[src/hw/rtl/cmof_pkg.sv]
package cmof_pkg;

	localparam int CMOF_MAX_JETS = 16;

	localparam int COORD_W = 14;
	localparam int SQ_W    = 2 * COORD_W;
	localparam int RAD_W   = 30;
	localparam int EN_W    = 16;
	localparam int CNT_W   = 16;
	localparam int NUM_CNT = 7;
	localparam int APB_AW  = 5;

	localparam int S_TDATA_W = ((3 * COORD_W + EN_W - COORD_W + 7) / 8) * 8;
	localparam int S_TUSER_W = 4;
	localparam int M_TDATA_W = ((4 + NUM_CNT * CNT_W + 7) / 8) * 8;
	localparam int M_TUSER_W = 2;

	// counter slots, in the order they go out on the summary beat
	localparam int CNT_TOWER_MATCHED = 0;
	localparam int CNT_TOWER_KEPT    = 1;
	localparam int CNT_TRACK_MATCHED = 2;
	localparam int CNT_TRACK_KEPT    = 3;
	localparam int CNT_PART_MATCHED  = 4;
	localparam int CNT_PART_MIDDLE   = 5;
	localparam int CNT_PART_KEPT     = 6;

	localparam logic [RAD_W-1:0] CONE_RADIUS_SQ_RST = RAD_W'(1048576);
	localparam logic [EN_W-1:0]  TOWER_THR_RST      = EN_W'(320);
	localparam logic [EN_W-1:0]  TRACK_THR_RST      = EN_W'(800);
	localparam logic [EN_W-1:0]  PART_MID_THR_RST   = EN_W'(1600);
	localparam logic [EN_W-1:0]  PART_KEEP_THR_RST  = EN_W'(5600);

	typedef enum logic [2:0] {
		REG_CONE_RADIUS_SQ = 3'd0,
		REG_TOWER_THR      = 3'd1,
		REG_TRACK_THR      = 3'd2,
		REG_PART_MID_THR   = 3'd3,
		REG_PART_KEEP_THR  = 3'd4
	} reg_idx_t;

	typedef enum logic [1:0] {
		ACT_LOAD = 2'd0,
		ACT_TEST = 2'd1,
		ACT_END  = 2'd2,
		ACT_NONE = 2'd3
	} action_t;

	typedef enum logic [1:0] {
		KIND_TOWER    = 2'd0,
		KIND_TRACK    = 2'd1,
		KIND_PARTICLE = 2'd2,
		KIND_NONE     = 2'd3
	} kind_t;

	typedef enum logic [1:0] {
		RES_ACK     = 2'd0,
		RES_VERDICT = 2'd1,
		RES_SUMMARY = 2'd2
	} res_kind_t;

	typedef struct packed {
		logic wr_en;
		logic start;
	} cone_req_t;

	typedef struct packed {
		logic done;
		logic hit;
	} cone_sts_t;

endpackage

[src/hw/rtl/cone_match_object_filter_unit.sv]
// channel     dir  handshake                     payload
// s_axis      in   tvalid / tready               tuser action, kind; tdata eta, phi, energy
// m_axis      out  tvalid / tready               tuser result kind; tdata flags, counters
// apb         in   psel, penable, pwrite, pready five registers at 0x00..0x10
//
// a jet load or end of event goes to emit, which fills the output register when free
// object tests pass scan, update, emit; no scan with an empty store or unknown kind:
// the shared subtract, square and compare pipeline visits one stored jet axis per cycle
// s_axis_tready is low from accept until the result enters the output register, so a
// held output beat stalls the input only once the next item has finished
// arst_n clears counters, the jet count and the sequencer; the axis store is not cleared
module cone_match_object_filter_unit import cmof_pkg::*; #(
	parameter int MAX_JETS = CMOF_MAX_JETS,
	localparam int AW = (MAX_JETS > 1) ? $clog2(MAX_JETS) : 1,
	localparam int CW = $clog2(MAX_JETS + 1)
) (
	input  logic                 clk,
	input  logic                 arst_n,
	input  logic                 s_axis_tvalid,
	output logic                 s_axis_tready,
	// eta [13:0], phi [27:14], energy [43:28], zero fill
	input  logic [S_TDATA_W-1:0] s_axis_tdata,
	// action [1:0], object_kind [3:2]
	input  logic [S_TUSER_W-1:0] s_axis_tuser,
	output logic                 m_axis_tvalid,
	input  logic                 m_axis_tready,
	// matched [0], above_middle [1], kept [2], jet_dropped [3], tower_matched_count,
	// tower_kept_count, track_matched_count, track_kept_count, particle_matched_count,
	// particle_middle_count, particle_kept_count (16 bits each from bit 4), zero fill
	output logic [M_TDATA_W-1:0] m_axis_tdata,
	// result_kind [1:0]
	output logic [M_TUSER_W-1:0] m_axis_tuser,
	input  logic                 psel,
	input  logic                 penable,
	input  logic                 pwrite,
	input  logic [APB_AW-1:0]    paddr,
	input  logic [31:0]          pwdata,
	output logic [31:0]          prdata,
	output logic                 pready
);

	typedef enum logic [3:0] {
		ST_IDLE   = 4'b0001,
		ST_SCAN   = 4'b0010,
		ST_UPDATE = 4'b0100,
		ST_EMIT   = 4'b1000
	} state_t;

	state_t state_q;

	logic [RAD_W-1:0] radius_sq_q;
	logic [EN_W-1:0]  tower_thr_q;
	logic [EN_W-1:0]  track_thr_q;
	logic [EN_W-1:0]  part_mid_thr_q;
	logic [EN_W-1:0]  part_keep_thr_q;

	logic signed [COORD_W-1:0] obj_eta_q;
	logic signed [COORD_W-1:0] obj_phi_q;
	logic [EN_W-1:0]  energy_q;
	kind_t            kind_q;
	res_kind_t        res_kind_q;
	logic             matched_q;
	logic             mid_q;
	logic             keep_q;
	logic             dropped_q;
	logic [CW-1:0]    jets_loaded_q;
	logic [CNT_W-1:0] cnt_q [NUM_CNT];

	logic                 m_valid_q;
	logic [M_TDATA_W-1:0] m_tdata_q;
	logic [M_TUSER_W-1:0] m_tuser_q;

	logic                      in_beat;
	action_t                   in_action;
	kind_t                     in_kind;
	logic signed [COORD_W-1:0] in_eta;
	logic signed [COORD_W-1:0] in_phi;
	logic [EN_W-1:0]           in_energy;
	logic                      store_full;
	logic                      cfg_wr;
	reg_idx_t                  cfg_idx;
	logic                      out_load;
	logic                      upd_mid;
	logic                      upd_keep;
	logic [NUM_CNT-1:0]        bump;
	logic [M_TDATA_W-1:0]      out_data;
	cone_req_t                 cone_req;
	cone_sts_t                 cone_sts;

	assign in_beat    = s_axis_tvalid && s_axis_tready;
	assign in_action  = action_t'(s_axis_tuser[1:0]);
	assign in_kind    = kind_t'(s_axis_tuser[3:2]);
	assign in_eta     = s_axis_tdata[COORD_W-1:0];
	assign in_phi     = s_axis_tdata[2*COORD_W-1:COORD_W];
	assign in_energy  = s_axis_tdata[2*COORD_W+EN_W-1:2*COORD_W];
	assign store_full = (jets_loaded_q == CW'(MAX_JETS));

	assign s_axis_tready = (state_q == ST_IDLE);
	assign out_load      = (state_q == ST_EMIT) && (!m_valid_q || m_axis_tready);

	assign m_axis_tvalid = m_valid_q;
	assign m_axis_tdata  = m_tdata_q;
	assign m_axis_tuser  = m_tuser_q;

	// configuration port
	assign pready  = 1'b1;
	assign cfg_idx = reg_idx_t'(paddr[4:2]);
	assign cfg_wr  = psel && penable && pwrite && pready;

	always_comb begin
		prdata = '0;
		unique case (cfg_idx)
			REG_CONE_RADIUS_SQ: prdata = 32'(radius_sq_q);
			REG_TOWER_THR:      prdata = 32'(tower_thr_q);
			REG_TRACK_THR:      prdata = 32'(track_thr_q);
			REG_PART_MID_THR:   prdata = 32'(part_mid_thr_q);
			REG_PART_KEEP_THR:  prdata = 32'(part_keep_thr_q);
			default:            prdata = '0;
		endcase
	end

	always_ff @(posedge clk or negedge arst_n) begin
		if (!arst_n) begin
			radius_sq_q     <= CONE_RADIUS_SQ_RST;
			tower_thr_q     <= TOWER_THR_RST;
			track_thr_q     <= TRACK_THR_RST;
			part_mid_thr_q  <= PART_MID_THR_RST;
			part_keep_thr_q <= PART_KEEP_THR_RST;
		end else if (cfg_wr) begin
			unique case (cfg_idx)
				REG_CONE_RADIUS_SQ: radius_sq_q     <= pwdata[RAD_W-1:0];
				REG_TOWER_THR:      tower_thr_q     <= pwdata[EN_W-1:0];
				REG_TRACK_THR:      track_thr_q     <= pwdata[EN_W-1:0];
				REG_PART_MID_THR:   part_mid_thr_q  <= pwdata[EN_W-1:0];
				REG_PART_KEEP_THR:  part_keep_thr_q <= pwdata[EN_W-1:0];
				default: ;
			endcase
		end
	end

	// shared distance unit
	assign cone_req.wr_en = in_beat && (in_action == ACT_LOAD) && !store_full;
	assign cone_req.start = in_beat && (in_action == ACT_TEST) && (in_kind != KIND_NONE)
		&& (jets_loaded_q != '0);

	cmof_cone_unit #(
		.MAX_JETS(MAX_JETS)
	) u_cone (
		.clk       (clk),
		.arst_n    (arst_n),
		.req       (cone_req),
		.wr_addr   (jets_loaded_q[AW-1:0]),
		.jet_eta   (in_eta),
		.jet_phi   (in_phi),
		.obj_eta   (obj_eta_q),
		.obj_phi   (obj_phi_q),
		.jet_count (jets_loaded_q),
		.radius_sq (radius_sq_q),
		.sts       (cone_sts)
	);

	// verdict flags and counter bumps from the match result
	always_comb begin
		upd_mid  = 1'b0;
		upd_keep = 1'b0;
		bump     = '0;
		if (matched_q) begin
			unique case (kind_q)
				KIND_TOWER: begin
					upd_keep = energy_q > tower_thr_q;
					bump[CNT_TOWER_MATCHED] = 1'b1;
					bump[CNT_TOWER_KEPT]    = upd_keep;
				end
				KIND_TRACK: begin
					upd_keep = energy_q > track_thr_q;
					bump[CNT_TRACK_MATCHED] = 1'b1;
					bump[CNT_TRACK_KEPT]    = upd_keep;
				end
				KIND_PARTICLE: begin
					upd_mid  = energy_q > part_mid_thr_q;
					upd_keep = upd_mid && (energy_q > part_keep_thr_q);
					bump[CNT_PART_MATCHED] = 1'b1;
					bump[CNT_PART_MIDDLE]  = upd_mid;
					bump[CNT_PART_KEPT]    = upd_keep;
				end
				default: ;
			endcase
		end
	end

	always_comb begin
		out_data    = '0;
		out_data[0] = matched_q;
		out_data[1] = mid_q;
		out_data[2] = keep_q;
		out_data[3] = dropped_q;
		if (res_kind_q == RES_SUMMARY) begin
			for (int k = 0; k < NUM_CNT; k++) begin
				out_data[4 + k*CNT_W +: CNT_W] = cnt_q[k];
			end
		end
	end

	always_ff @(posedge clk) begin
		if (in_beat) begin
			obj_eta_q <= in_eta;
			obj_phi_q <= in_phi;
			energy_q  <= in_energy;
			kind_q    <= in_kind;
		end
	end

	always_ff @(posedge clk or negedge arst_n) begin
		if (!arst_n) begin
			state_q       <= ST_IDLE;
			res_kind_q    <= RES_ACK;
			matched_q     <= 1'b0;
			mid_q         <= 1'b0;
			keep_q        <= 1'b0;
			dropped_q     <= 1'b0;
			jets_loaded_q <= '0;
			for (int k = 0; k < NUM_CNT; k++) begin
				cnt_q[k] <= '0;
			end
			m_valid_q <= 1'b0;
			m_tdata_q <= '0;
			m_tuser_q <= '0;
		end else begin
			if (out_load) begin
				m_valid_q <= 1'b1;
				m_tdata_q <= out_data;
				m_tuser_q <= res_kind_q;
			end else if (m_axis_tready) begin
				m_valid_q <= 1'b0;
			end

			unique case (state_q)
				ST_IDLE: begin
					if (in_beat) begin
						matched_q <= 1'b0;
						mid_q     <= 1'b0;
						keep_q    <= 1'b0;
						dropped_q <= 1'b0;
						unique case (in_action)
							ACT_LOAD: begin
								res_kind_q <= RES_ACK;
								dropped_q  <= store_full;
								if (!store_full) begin
									jets_loaded_q <= jets_loaded_q + CW'(1);
								end
								state_q <= ST_EMIT;
							end
							ACT_TEST: begin
								res_kind_q <= RES_VERDICT;
								// nothing to scan: verdict goes straight to update
								state_q <= cone_req.start ? ST_SCAN : ST_UPDATE;
							end
							ACT_END: begin
								res_kind_q <= RES_SUMMARY;
								state_q    <= ST_EMIT;
							end
							default: ;
						endcase
					end
				end
				ST_SCAN: begin
					if (cone_sts.done) begin
						matched_q <= cone_sts.hit;
						state_q   <= ST_UPDATE;
					end
				end
				ST_UPDATE: begin
					mid_q  <= upd_mid;
					keep_q <= upd_keep;
					for (int k = 0; k < NUM_CNT; k++) begin
						if (bump[k] && (cnt_q[k] != '1)) begin
							cnt_q[k] <= cnt_q[k] + CNT_W'(1);
						end
					end
					state_q <= ST_EMIT;
				end
				ST_EMIT: begin
					if (out_load) begin
						if (res_kind_q == RES_SUMMARY) begin
							for (int k = 0; k < NUM_CNT; k++) begin
								cnt_q[k] <= '0;
							end
							jets_loaded_q <= '0;
						end
						state_q <= ST_IDLE;
					end
				end
				default: state_q <= ST_IDLE;
			endcase
		end
	end

	a_jets_in_range: assert property (@(posedge clk) disable iff (!arst_n)
		jets_loaded_q <= CW'(MAX_JETS))
		else $error("jet count beyond store depth");

	a_done_in_scan: assert property (@(posedge clk) disable iff (!arst_n)
		cone_sts.done |-> (state_q == ST_SCAN))
		else $error("distance unit finished outside a scan");

	a_flags_need_match: assert property (@(posedge clk) disable iff (!arst_n)
		m_valid_q |-> ((!m_tdata_q[2] && !m_tdata_q[1]) || m_tdata_q[0]))
		else $error("kept or middle without a match");

	a_summary_clears: assert property (@(posedge clk) disable iff (!arst_n)
		(out_load && (res_kind_q == RES_SUMMARY)) |=>
			((jets_loaded_q == '0) && (cnt_q[CNT_TOWER_MATCHED] == '0)
			&& (cnt_q[CNT_PART_KEPT] == '0)))
		else $error("event state not cleared after summary");

	a_no_accept_busy: assert property (@(posedge clk) disable iff (!arst_n)
		(state_q != ST_IDLE) |-> !cone_req.start && !cone_req.wr_en)
		else $error("distance unit request while busy");

endmodule

[src/hw/rtl/cmof_cone_unit.sv]
module cmof_cone_unit import cmof_pkg::*; #(
	parameter int MAX_JETS = CMOF_MAX_JETS,
	localparam int AW = (MAX_JETS > 1) ? $clog2(MAX_JETS) : 1,
	localparam int CW = $clog2(MAX_JETS + 1)
) (
	input  logic                      clk,
	input  logic                      arst_n,
	input  cone_req_t                 req,
	input  logic [AW-1:0]             wr_addr,
	input  logic signed [COORD_W-1:0] jet_eta,
	input  logic signed [COORD_W-1:0] jet_phi,
	input  logic signed [COORD_W-1:0] obj_eta,
	input  logic signed [COORD_W-1:0] obj_phi,
	input  logic [CW-1:0]             jet_count,
	input  logic [RAD_W-1:0]          radius_sq,
	output cone_sts_t                 sts
);

	logic signed [COORD_W-1:0] mem_eta [MAX_JETS];
	logic signed [COORD_W-1:0] mem_phi [MAX_JETS];

	logic              active_q;
	logic              issuing_q;
	logic [CW-1:0]     rd_idx_q;
	logic              hit_q;
	logic              v_s1;
	logic              v_s2;
	logic signed [COORD_W-1:0] eta_s1;
	logic signed [COORD_W-1:0] phi_s1;
	logic [SQ_W-1:0]   sq_eta_s2;
	logic [SQ_W-1:0]   sq_phi_s2;

	logic signed [COORD_W:0]     de_eta;
	logic signed [COORD_W:0]     de_phi;
	logic signed [2*COORD_W+1:0] prod_eta;
	logic signed [2*COORD_W+1:0] prod_phi;
	logic [SQ_W:0]               dist_sq;
	logic [CW-1:0]               rd_idx_nxt;
	logic                        done;

	assign de_eta   = {obj_eta[COORD_W-1], obj_eta} - {eta_s1[COORD_W-1], eta_s1};
	assign de_phi   = {obj_phi[COORD_W-1], obj_phi} - {phi_s1[COORD_W-1], phi_s1};
	assign prod_eta = de_eta * de_eta;
	assign prod_phi = de_phi * de_phi;
	assign dist_sq  = {1'b0, sq_eta_s2} + {1'b0, sq_phi_s2};
	assign rd_idx_nxt = rd_idx_q + CW'(1);
	assign done     = active_q && !issuing_q && !v_s1 && !v_s2;

	assign sts.done = done;
	assign sts.hit  = hit_q;

	// jet axis store, one write and one registered read per cycle
	always_ff @(posedge clk) begin
		if (req.wr_en) begin
			mem_eta[wr_addr] <= jet_eta;
			mem_phi[wr_addr] <= jet_phi;
		end
		eta_s1 <= mem_eta[rd_idx_q[AW-1:0]];
		phi_s1 <= mem_phi[rd_idx_q[AW-1:0]];
	end

	always_ff @(posedge clk) begin
		sq_eta_s2 <= prod_eta[SQ_W-1:0];
		sq_phi_s2 <= prod_phi[SQ_W-1:0];
	end

	always_ff @(posedge clk or negedge arst_n) begin
		if (!arst_n) begin
			active_q  <= 1'b0;
			issuing_q <= 1'b0;
			rd_idx_q  <= '0;
			hit_q     <= 1'b0;
			v_s1      <= 1'b0;
			v_s2      <= 1'b0;
		end else begin
			v_s1 <= issuing_q;
			v_s2 <= v_s1;
			if (req.start) begin
				active_q  <= 1'b1;
				issuing_q <= 1'b1;
				rd_idx_q  <= '0;
				hit_q     <= 1'b0;
			end else begin
				if (issuing_q) begin
					rd_idx_q <= rd_idx_nxt;
					if (rd_idx_nxt == jet_count) begin
						issuing_q <= 1'b0;
					end
				end
				if (v_s2 && ({{(RAD_W-SQ_W-1){1'b0}}, dist_sq} < radius_sq)) begin
					hit_q <= 1'b1;
				end
				if (done) begin
					active_q <= 1'b0;
				end
			end
		end
	end

endmodule
[config.mk]
export PLATFORM = sky130hd
export DESIGN_NAME = cone_match_object_filter_unit
export DESIGN_NICKNAME = d
export VERILOG_FILES = /design/src/hw/rtl/cmof_pkg.sv /design/src/hw/rtl/cone_match_object_filter_unit.sv /design/src/hw/rtl/cmof_cone_unit.sv
export SDC_FILE = /design/constraint.sdc
export NUM_CORES = 2
export LEC_CHECK = 0
export BUFFER_PORTS_ARGS = -buffer_cell sky130_fd_sc_hd__buf_4
export CAP_MARGIN = 20
export CORE_UTILIZATION = 50
export DETAILED_ROUTE_END_ITERATION = 12
export HOLD_SLACK_MARGIN = 0.12
export PLACE_DENSITY = 0.73
export SLEW_MARGIN = 30
export SYNTH_ARGS = -nofsm -noshare
export SYNTH_HDL_FRONTEND = slang
export SYNTH_SLANG_ARGS = --single-unit
export TNS_END_PERCENT = 20
[constraint.sdc]
create_clock -name clk -period 8.1 [get_ports clk]
set_input_delay 0.81 -clock clk [delete_from_list [all_inputs] [get_ports clk]]
set_output_delay 0.81 -clock clk [all_outputs]
set_load 0.03 [all_outputs]
Yosys cells after proc, flatten, opt, wreduce, memory -nomap -nowiden
Memory sizes are Yosys's and may differ from the RTL's. A register that Yosys moved wholly into a read port is not among the register bits.
Index checks and enable logic that the tools add are counted.
{ "word_totals": {"romBits": 0, "mem_count": 2, "ff_bits": 452, "word_cells": 203, "inputBits": 96, "ram_bits": 448, "latchBits": 0} }
{ "classes": {"mul": 2, "div_mod_pow": 0, "order_cmp": 5, "n_addsub": 12, "n_mux": 52, "n_reduce_logical": 59, "shift": 0, "n_eq_ne": 37, "bitwise": 0} }
{ "memory_table": {"columns": ["memory", "depth", "width", "rd", "rd_ports_with_merged_regs", "write_ports", "line", "rtl"], "rows": [
  ["u_cone.mem_eta", 16, 14, 1, 1, 1, "cmof_cone_unit.sv:19", "logic signed [COORD_W-1:0] mem_eta [MAX_JETS];"],
  ["u_cone.mem_phi", 16, 14, 1, 1, 1, "cmof_cone_unit.sv:20", "logic signed [COORD_W-1:0] mem_phi [MAX_JETS];"]
]} }
{ "op_table": {"columns": ["operator", "n"], "rows": [
  ["112-bit 2-to-1 mux", 3],
  ["112-bit one-hot mux with 2 select lines", 1],
  ["30-bit one-hot mux with 5 select lines", 1],
  ["16-bit by 1-bit adder with 16-bit output, second input constant", 7],
  ["16-bit 2-to-1 mux", 7],
  ["16-bit inequality test, second input constant", 7],
  ["16-bit > comparator", 4],
  ["15-bit by 15-bit multiplier with 28-bit output", 2],
  ["5-bit 2-to-1 mux", 7],
  ["4-bit AND reduction", 8],
  ["29-bit by 30-bit less-than comparator with 1-bit output", 1],
  ["14-bit by 14-bit subtractor with 15-bit output", 2],
  ["28-bit by 28-bit adder with 29-bit output", 1],
  ["1-bit logical AND", 21],
  ["2-bit inequality test, second input constant", 10],
  ["1-bit 2-to-1 mux", 17],
  ["4-bit one-hot mux with 4 select lines", 1],
  ["2-bit nonzero test", 8],
  ["2-bit AND reduction", 7],
  ["4-bit 2-to-1 mux", 3],
  ["5-bit by 1-bit adder with 5-bit output, second input constant", 2],
  ["5-bit one-hot mux with 2 select lines", 1],
  ["2-bit by 1-bit inequality test with 1-bit output, second input constant", 4],
  ["4-bit one-hot mux with 2 select lines", 1],
  ["27 further kinds", 41]
]} }

Depth between registers and ports, before layout
{ "logic_depth": {"depth_word": 9, "mapped_depth": 36, "depth_no_buf": 36} }

Hierarchy
From an unflattened synthesis, not the netlist that was laid out.
{ "unflattened": {"hier_cells": 4391, "area_unflattened_um2": 54270.8} }
{ "modules_own_cells": {"columns": ["module", "cells_per_inst", "n_inst", "area_each_um2", "seq_area_each_um2"], "rows": [
  ["cmof_cone_unit", 2754, 1, 36262.3, 15344.7],
  ["cone_match_object_filter_unit", 1637, 1, 18008.5, 9909.5]
]} }

Worst setup path after synthesis
No wires, ideal clock.
{ "synth_timing": {"path_type": "register -> register", "startpoint": "register obj_eta_q[0]", "endpoint": "register u_cone.sq_eta_s2[26]", "stages_incl_launch_ff": 35, "t_arrival_ns": 7.962, "setup_ns": 0.072, "path_slack_ns": 0.065, "path_buffers": 0, "cell_sequence": "edfxtp_1 inv_1 ha_1 inv_1 fa_1 a211oi_1 o21ai_0 a31oi_1 inv_1 a21oi_1 xnor2_1 clkinv_1 nor2_1 inv_1 fa_1 inv_1 fa_1 inv_1 fa_1 inv_1 fa_1 inv_1 fa_1 inv_1 fa_1 ha_1 a21oi_1 o21bai_1 a21oi_1 o21ai_0 a22o_1 a2111o_1 a31o_2 a21oi_1 xnor2_1"} }
{ "synth_via": {"elab_chain_len": 2} }
{ "synth_rtl": {"columns": ["item", "line", "rtl"], "rows": [
  ["start, declared", "cone_match_object_filter_unit.sv:57", "logic signed [COORD_W-1:0] obj_eta_q;"],
  ["start signal, assigned", "cone_match_object_filter_unit.sv:206", "obj_eta_q <= in_eta;"],
  ["14-bit by 14-bit subtractor with 15-bit output", "cmof_cone_unit.sv:41", "assign de_eta = {obj_eta[COORD_W-1], obj_eta} - {eta_s1[COORD_W-1], eta_s1};"],
  ["15-bit by 15-bit multiplier with 28-bit output", "cmof_cone_unit.sv:43", "assign prod_eta = de_eta * de_eta;"],
  ["via u_cone.prod_eta[26]", "cmof_cone_unit.sv:35", "logic signed [2*COORD_W+1:0] prod_eta;"],
  ["end signal, assigned", "cmof_cone_unit.sv:63", "sq_eta_s2 <= prod_eta[SQ_W-1:0];"],
  ["end, declared", "cmof_cone_unit.sv:30", "logic [SQ_W-1:0] sq_eta_s2;"]
]} }
The timed path passes the listed nets, and every way through them passes these cells.
A chain may end at the register's enable or synchronous reset.

Worst setup path after layout
{ "layout_timing": {"startpoint": "register obj_phi_q[0]", "endpoint": "register u_cone.sq_phi_s2[26]"} }
{ "layout_via": {"elab_chain_len": 2} }
{ "layout_rtl": {"columns": ["item", "line", "rtl"], "rows": [
  ["start, declared", "cone_match_object_filter_unit.sv:58", "logic signed [COORD_W-1:0] obj_phi_q;"],
  ["start signal, assigned", "cone_match_object_filter_unit.sv:207", "obj_phi_q <= in_phi;"],
  ["14-bit by 14-bit subtractor with 15-bit output", "cmof_cone_unit.sv:42", "assign de_phi = {obj_phi[COORD_W-1], obj_phi} - {phi_s1[COORD_W-1], phi_s1};"],
  ["15-bit by 15-bit multiplier with 28-bit output", "cmof_cone_unit.sv:44", "assign prod_phi = de_phi * de_phi;"],
  ["via u_cone.prod_phi[26]", "cmof_cone_unit.sv:36", "logic signed [2*COORD_W+1:0] prod_phi;"],
  ["end signal, assigned", "cmof_cone_unit.sv:64", "sq_phi_s2 <= prod_phi[SQ_W-1:0];"],
  ["end, declared", "cmof_cone_unit.sv:31", "logic [SQ_W-1:0] sq_phi_s2;"]
]} }
The timed path passes the listed nets, and every way through them passes these cells.

==> summary.md <==
| Metric | Value |
|---|---|
| Commonest non-fill, non-tap cell in the layout | inv_1 |
| WL per Instance | just over 20 um |
| Worst-Margin Slew | 1.039 ns |
| Sink Count | 926 |
| Clock Latency Late Sink | 0.71 ns |
| Synth area leader | edfxtp_1 |
| Reg-to-Reg End | u_cone.sq_phi_s2[26] |
| Layout cells sized above 1 | between 15 and 20% |
| Slowest cell delay on critical path | about 0.53 ns |
| PortBufs | between 200 and 250 |
| Via Count | 35020 |
| Core Area | 107500 um^2 |
| GPL Wtd Cong | ~0.93 |
| CP Max Fanout | 13 |
| Num rows | between 100 and 150 |
| Final HPWL DP | about 86 mm |
| Number of global-route vias before repair | approximately 36000 |
| Avg Inst Size Synth | 12.13 um^2 |
| Drt drc | 0 |
| Synth Instances | approximately 4500 |
| Slew HR | a little under a third |
| Yosys cell types | 91 |
| Final Hold Fails | 0 |
| CTS tree | done |
| 1st-pass router iterations | 6 |
| FF+latch count, synth | a little over 900 |
| Width of the die | between 300 and 400 um |
| Synth Cell Area | around 54000 um^2 |
| Commonest cells after routing, fill and taps aside | inv_1, edfxtp_1, fa_1, nand2_1, dfrtp_1 |
| Total track usage | between 20% and 30% |
| Startpoint Class | flop |
| CP Class | reg2reg |
| WL final | approximately 130 mm |
| Die ar. | about 110000 um^2 |
| Synth top area cells | edfxtp_1, dfrtp_1, fa_1 |
| Largest net degree at the start of global routing | roughly 200 |
| First-pass GRT wire length | 200.0 mm |
| Clock skew | slightly below 0.07 ns |
| Reg2reg start | obj_phi_q[0] |
| Routed Antenna Nets | 0 |
| HP Class | in2async |
| CTS H-tree depth | 3 |
| Ports | roughly 250 |
| Antenna violations before repair | 6 |
| Worst R2R Setup Slack | approximately 0.36 ns |
| Register area | ~25000 um^2 |
| Multi-input logic area | 26280 um^2 |
| Final setup vio count | 0 |
| Die height | 331.8 um |
| Critical Path End Type | flop |
| Min Tclk post-route | between 7 and 8 ns |
| Smallest hold slack | roughly 0.16 ns |
| Slowest cell on crit path | fa_1 |
| Sequential area share after synthesis | between 40% and 50% |
| Outcome | finished clean |
| Remaining Overflow, GRT | 0 |
| Tcrit/Tclk final | about 96% |
| Cts bufs inserted | 97 |
| Async SR Flop Fraction | around 38% |
| Number of synthesized flops with an enable pin | between 400 and 500 |
| Top-area cell type share of the netlist area | 27.28% |
| Max cap viols | 0 |
| Synth warnings | 0 |
| Final nets | 5547 |
| Max-slew violation count | 0 |
| Area growth syn-to-layout | 13.95% |
| Starting Density | between 50% and 60% |
| Max Clk Rate | roughly 0.13 GHz |
| DR iter-0 viols | approximately 3000 |
| Worst Path Required | a little under 9 ns |
| Via-per-instance ratio | roughly 5.6 |
| Root Buffer Master | clkbuf_16 |
| Filler Cells Inserted | roughly 8500 |
| Crit path top cell by count | fa_1 |
| Clock Pin Slew Worst Setup and Hold Paths | 0.07 ns |
| Clk buf depth | 3 |
| Top FF cell, synth | edfxtp_1 |
| Reg2reg path depth | 32 |
| Crit path arrival time | 8.28 ns |
==> cell families after synthesis <==
kind of cell               after synthesis  synth area share (%)
AOI/OAI and AO/OA                      670                 8.277
xor gates and xnor gates               156                 2.589
adders and majority gates              688                 21.04
buffers and inverters                  848                 5.965
DFF                                    926                 46.45
muxes                                  197                 6.954
other                                    2               0.01381
and+or+nand+nor                        996                 8.719
==> routing by layer <==
layer / track usage (%) / wire length (um) / part of all wire [%]
met1: 30.70 / 52370 / 41
met2: 37.79 / 60560 / 48
met4: 9.065 / 4897 / 3.9
met3: 4.630 / 8628 / 6.8
met5: 0 / 13 / 0.010
==> what timing repair did <==
item | CTS | global route
hold buffers | 0 | 0
pin swaps | 1 | 48
setup buffers | 0 | 12
gates resized for setup | 2 | 79
setup endpoints to repair | 2 | 19
==> sequential cells by signal, summed over array words and instances, names as in the netlist, 2 cells and up <==
register,cells
cnt_q,112
res_kind_q,2
track_thr_q,16
u_cone.phi_s1,14
kind_q,2
u_cone.rd_idx_q,5
tower_thr_q,16
energy_q,16
radius_sq_q,30
m_axis_tdata,116
u_cone.sq_eta_s2,27
part_keep_thr_q,16
part_mid_thr_q,16
jets_loaded_q,5
state_q,4
u_cone.mem_phi,224
u_cone.eta_s1,14
u_cone.mem_eta,224
m_axis_tuser,2
obj_eta_q,14
u_cone.sq_phi_s2,27
obj_phi_q,14
==> cell usage after synthesis (all sizes together) (44+ instances only) <==
library cell / n
dfrtp: 334
ha: 311
and2: 60
nand2: 362
mux2: 46
a22o: 103
fa: 377
o21ai: 179
xnor2: 104
edfxtp: 494
xor2: 52
mux4: 140
a21oi: 125
nor2: 237
nand3: 71
dfxtp: 82
inv: 681
a21o: 57
nand4: 46
clkbuf: 116
buf: 44
==> worst max path at each step <==
stage                 start                    to  slack (ns)  cells after the start
6_report       obj_phi_q[0]  u_cone.sq_phi_s2[26]        0.36                     32
3_5_place_dp   obj_eta_q[0]  u_cone.sq_eta_s2[26]        0.02                     32
3_3_place_gp   obj_eta_q[0]  u_cone.sq_eta_s2[26]        0.07                     32
4_1_cts        obj_phi_q[0]  u_cone.sq_phi_s2[26]       0.008                     32
5_1_grt        obj_eta_q[0]  u_cone.sq_eta_s2[26]       -0.04                     34
2_1_floorplan  obj_eta_q[0]  u_cone.sq_eta_s2[26]        0.07                     34
==> worst max-delay path, delay by kind of cell, from the launching register on <==
family          cells  cell delay, ns
compound gates     11            2.05
xor+xnor            1            0.18
fa+ha+maj           9            3.79
buf+inv             5            0.37
flops               1            0.37
simple gates        6            0.79
==> cell type report <==
class                      count  area share, %
multi-input combinational   2714          42.41
sequential                   926          40.78
clock buffer                 130          4.443
timing repair buffer         336          4.226
inverter                     688          4.178
tap                         1403          2.833
clock inverter                54          1.119
antenna                        3        0.01212
==> through the flow <==
stage               setup TNS (ns)  util (%)  instances  instance area (um^2)  setup slack [ns]
CTS                              0     57.22       6238                 61520          0.008042
global route               -0.1031     57.64       6254                 61960          -0.03583
floorplan                        0         -       4488                 54390           0.06541
detailed placement               0     54.01       6054                 58060           0.02316
finish                           0     57.64       6254                 61960            0.3559
global placement                 0     53.99       6054                 58040           0.07219
Power is not shown: default switching activity piles up to over one toggle a cycle in this logic, so the estimate is an artifact.
